<file path="src/assert_macros.svh">
// ---------------------------------------------------------------------------
// assert_macros.svh
// Shared concurrent assertion macros, clocked on clk, reset on rst_n.
// ---------------------------------------------------------------------------
`ifndef ASSERT_MACROS_SVH
`define ASSERT_MACROS_SVH

// same-cycle implication
`define CHECK_SAME(lbl, ante, cons) \
    lbl: assert property (@(posedge clk) disable iff (!rst_n) (ante) |-> (cons)) \
        else $error("assertion failed");

// next-cycle implication
`define CHECK_NEXT(lbl, ante, cons) \
    lbl: assert property (@(posedge clk) disable iff (!rst_n) (ante) |=> (cons)) \
        else $error("assertion failed");

`endif

</file>
<file path="src/m4vt_pkg.sv">
// ---------------------------------------------------------------------------
// m4vt_pkg
// Types, command codes and defaults of the 4x4 vertex transform unit.
// ---------------------------------------------------------------------------
package m4vt_pkg;

    localparam int WORD_W        = 32;
    localparam int FRAC_BITS_DEF = 16;

    typedef logic signed [WORD_W-1:0] word_t;
    typedef logic [2:0]               cmd_t;
    typedef logic [1:0]               idx_t;

    localparam cmd_t CMD_WRITE = 3'd0;
    localparam cmd_t CMD_READ  = 3'd1;
    localparam cmd_t CMD_XFORM = 3'd2;
    localparam cmd_t CMD_TRANS = 3'd3;
    localparam cmd_t CMD_SCALE = 3'd4;
    localparam cmd_t CMD_IDENT = 3'd5;

endpackage

</file>
<file path="src/m4vt_sat.sv">
// ---------------------------------------------------------------------------
// m4vt_sat
// Row sums and per-element clamps of the floored products to 32 bits.
// ---------------------------------------------------------------------------
module m4vt_sat #(
    parameter int  FRAC_BITS = m4vt_pkg::FRAC_BITS_DEF,
    localparam int PW        = 2 * m4vt_pkg::WORD_W - FRAC_BITS
) (
    input  logic signed [PW-1:0] prod     [16],
    output m4vt_pkg::word_t      row_sum  [4],
    output logic [3:0]           row_ovf,
    output m4vt_pkg::word_t      elem_sat [16],
    output logic [15:0]          elem_ovf
);
    import m4vt_pkg::*;

    localparam int SW = PW + 2;

    logic signed [SW-1:0] smax;
    logic signed [SW-1:0] smin;
    logic signed [SW-1:0] sum  [4];
    logic signed [SW-1:0] pext [16];

    assign smax = SW'($signed({1'b0, {(WORD_W-1){1'b1}}}));
    assign smin = SW'($signed({1'b1, {(WORD_W-1){1'b0}}}));

    always_comb
    begin
        for (int n = 0; n < 16; n++)
        begin
            pext[n] = SW'(prod[n]);
            if (pext[n] > smax)
            begin
                elem_sat[n] = smax[WORD_W-1:0];
                elem_ovf[n] = 1'b1;
            end
            else if (pext[n] < smin)
            begin
                elem_sat[n] = smin[WORD_W-1:0];
                elem_ovf[n] = 1'b1;
            end
            else
            begin
                elem_sat[n] = pext[n][WORD_W-1:0];
                elem_ovf[n] = 1'b0;
            end
        end
        for (int r = 0; r < 4; r++)
        begin
            sum[r] = pext[r*4] + pext[r*4+1] + pext[r*4+2] + pext[r*4+3];
            if (sum[r] > smax)
            begin
                row_sum[r] = smax[WORD_W-1:0];
                row_ovf[r] = 1'b1;
            end
            else if (sum[r] < smin)
            begin
                row_sum[r] = smin[WORD_W-1:0];
                row_ovf[r] = 1'b1;
            end
            else
            begin
                row_sum[r] = sum[r][WORD_W-1:0];
                row_ovf[r] = 1'b0;
            end
        end
    end
endmodule

</file>
<file path="config.mk">
export PLATFORM = sky130hd
export DESIGN_NAME = m4vt_sat
export DESIGN_NICKNAME = d
export VERILOG_FILES = /design/src/assert_macros.svh /design/src/m4vt_pkg.sv /design/src/m4vt_sat.sv
export SDC_FILE = /design/constraint.sdc
export NUM_CORES = 2
export LEC_CHECK = 0
export ABC_CLOCK_PERIOD_IN_PS = 9200
export BUFFER_PORTS_ARGS = -buffer_cell sky130_fd_sc_hd__buf_4
export CAP_MARGIN = 10
export CORE_AREA = 4 4 550 552
export DETAILED_ROUTE_END_ITERATION = 8
export DIE_AREA = 0 0 554 556
export GPL_TIMING_DRIVEN = 0
export MAX_ROUTING_LAYER = met4
export SETUP_SLACK_MARGIN = 0.02
export SYNTH_ARGS = -nofsm -noshare
export SYNTH_HDL_FRONTEND = slang
export SYNTH_SLANG_ARGS = --single-unit
</file>
<file path="constraint.sdc">
create_clock -name vclk -period 9.2
set_input_delay 1.84 -clock vclk [all_inputs]
set_output_delay 1.84 -clock vclk [all_outputs]
set_load 0.03 [all_outputs]
</file>
==> run summary <==
post-synth cell types: 88
share of Yosys cell area claimed by the top area cell type: 25.8%
most common cell in the synthesized netlist: inv_1
area delta synth->final: 58.5%
# setup viols final: 0
share of layout cells above drive strength 1: 28.7%
Pleak: 23.8 nW
vias in the first global route: 38.8k
critical path arrival: 7.23 ns
outcome: finished, final reports clean
Startpoint Class: primary input
Placement Setup Slack: -1.44 ns
cell taking the most area after synthesis: fa_1
Max Cap Viol: 0
largest net degree at the start of global routing: 11
dpl cells: 9829
yosys warns: 0
total number of vias: 39.5k
Post-synth top cells: 949 x inv_1, 780 x nand2_1, 388 x fa_1, 333 x a21o_1, 242 x a21oi_1
Routed WL per cell: 29.7 um
Cell Pwr Density: 249 nW/um^2
grt ovf: 0
Post-DRT Antenna Nets: 0
final hold vios: 0
final cell count without fillers: 9957
seq_cells: 0
nets: 7258
synthesized instance count: 4440
mapped cell area: 30100 um^2
Vias/cell: 3.97
initial core utilization: 10.1%
fin crit share: 98.6%
TritonRoute pass-1 iters: 8
Tot GR Track Use: 18.7%
Max transition margin: 7.24%
critical path fanouts, max: 8
Max Freq: 110 MHz
drt drc: 0
io pins: 1428
critical path required time: 7.36 ns
register area: 0 um^2
Die Span X: 554 um
Peak supply drop: 0.196 mV
initial antenna violation count: 181
die area: 308000 um^2
First DRT Iteration DRCs: 3337
setup ws final: 0.130 ns
RSZ-0062 raised after global routing: yes
syn_nets: 5792
Max Transition Viols Final: 0
global-route wire length before repair: 378000 um
CLK BUF: 0
crit path kind: in -> out
final wirelength: 296000 um
die height: 556 um
GPL Wtd Cong: 1.07
Seq/Total Area, Yosys: 0%
Rows: 200
Detail Placement HPWL: 278000 um
Min-Delay Path Depth: 4
hold crit path type: in -> out
CORE AREA: 297000 um^2
syn_area_per_cell: 6.77 um^2
CP Capture Type: primary output
Least-Margin Pin Slew: 1.38 ns
Tmin final: 9.07 ns
Area contributors post-synth: fa_1 26%, inv_1 12%, nand2_1 9.7%, a21o_1 8.3%, ha_1 8.2%
IO buf count: 1428
==> path summary, 6_finish.rpt <==
| kind | start | end |
|---|---|---|
| setup / recovery | prod[10] | row_sum[20] |
| hold / removal | prod[598] | elem_sat[406] |
==> critical path, cell delays in order <==
cell       delay, ns
buf_4           0.10
inv_1           0.05
fa_1            0.50
fa_1            0.52
inv_1           0.04
ha_1            0.44
nand4_1         0.17
or4_1           0.62
a311o_2         0.49
a21oi_4         0.28
o211ai_1        0.20
a2111oi_2       0.44
nand3_1         0.19
nor4b_4         0.35
a31oi_4         0.14
buf_12          0.20
clkbuf_16       0.17
o21ai_4         0.24
buf_4           0.22
==> repair_timing <==
| action | CTS | global route |
|---|---|---|
| hold buffers | 0 | 0 |
| setup buffers | 16 | 9 |
| setup endpoints to repair | 127 | 125 |
| hold endpoints to repair | 0 | 0 |
| cloned | 2 | 3 |
| gates resized for setup | 159 | 117 |
| pin swaps | 14 | 28 |
==> report_power, final <==
| part | switching [mW] | internal, mW | leakage (nW) |
|---|---|---|---|
| Combinational | 7.98 | 3.92 | 23.8 |
| Clock | 0 | 0.00000167 | 0.000726 |
| Sequential | 0 | 0 | 0 |
==> logic make-up after synthesis <==
family | Yosys count | synth area share, %
buf+inv | 1172 | 14.8
compound gates | 1104 | 24.6
mux | 10 | 0.354
simple gates | 1413 | 21.7
xor+xnor | 157 | 4.57
fa+ha+maj | 584 | 34.0
==> stage by stage <==
step                hold WS (ns)  utilization [%]  setup TNS, ns  total power [mW]  area [um^2]
finish                      4.01             16.1              0              11.9        47700
global route                4.02             16.1         -0.137              12.6        47700
global placement            4.01             15.4        -202.66              11.1        45700
floorplan                   3.87                -              0              6.15        30100
CTS                         4.00             15.8              0              11.6        46900
detailed placement          4.00             15.5        -105.71              11.0        46100
==> routing by layer <==
layer  global-route usage (%)  vias to the layer above  part of all wire [%]
met3                     7.32                      342                    11
met5                        -                        -                     0
met1                     22.2                    19400                    41
li1                         -                    17700                     -
met4                     6.51                        0                   4.5
met2                     28.7                     2082                    44
==> final cells by class <==
cell class | instances | area (um^2)
fill | 34500 | 249000
multi-input combinational | 3268 | 26700
timing repair buffer | 1480 | 11300
tap | 3939 | 4930
inverter | 949 | 3570
buffer | 207 | 940
antenna | 114 | 285
==> cell usage in the layout (no fill, tap or decap), types with 76 or more instances in the layout <==
cell,instances
ha_1,191
nor2_1,149
xnor2_1,76
a21oi_1,231
inv_1,948
nand4_1,133
buf_4,1447
clkbuf_1,154
diode_2,114
o21ai_0,141
nand2_1,779
fa_1,385
a21o_1,333
Note: power is estimated with default switching activity, not from simulation.
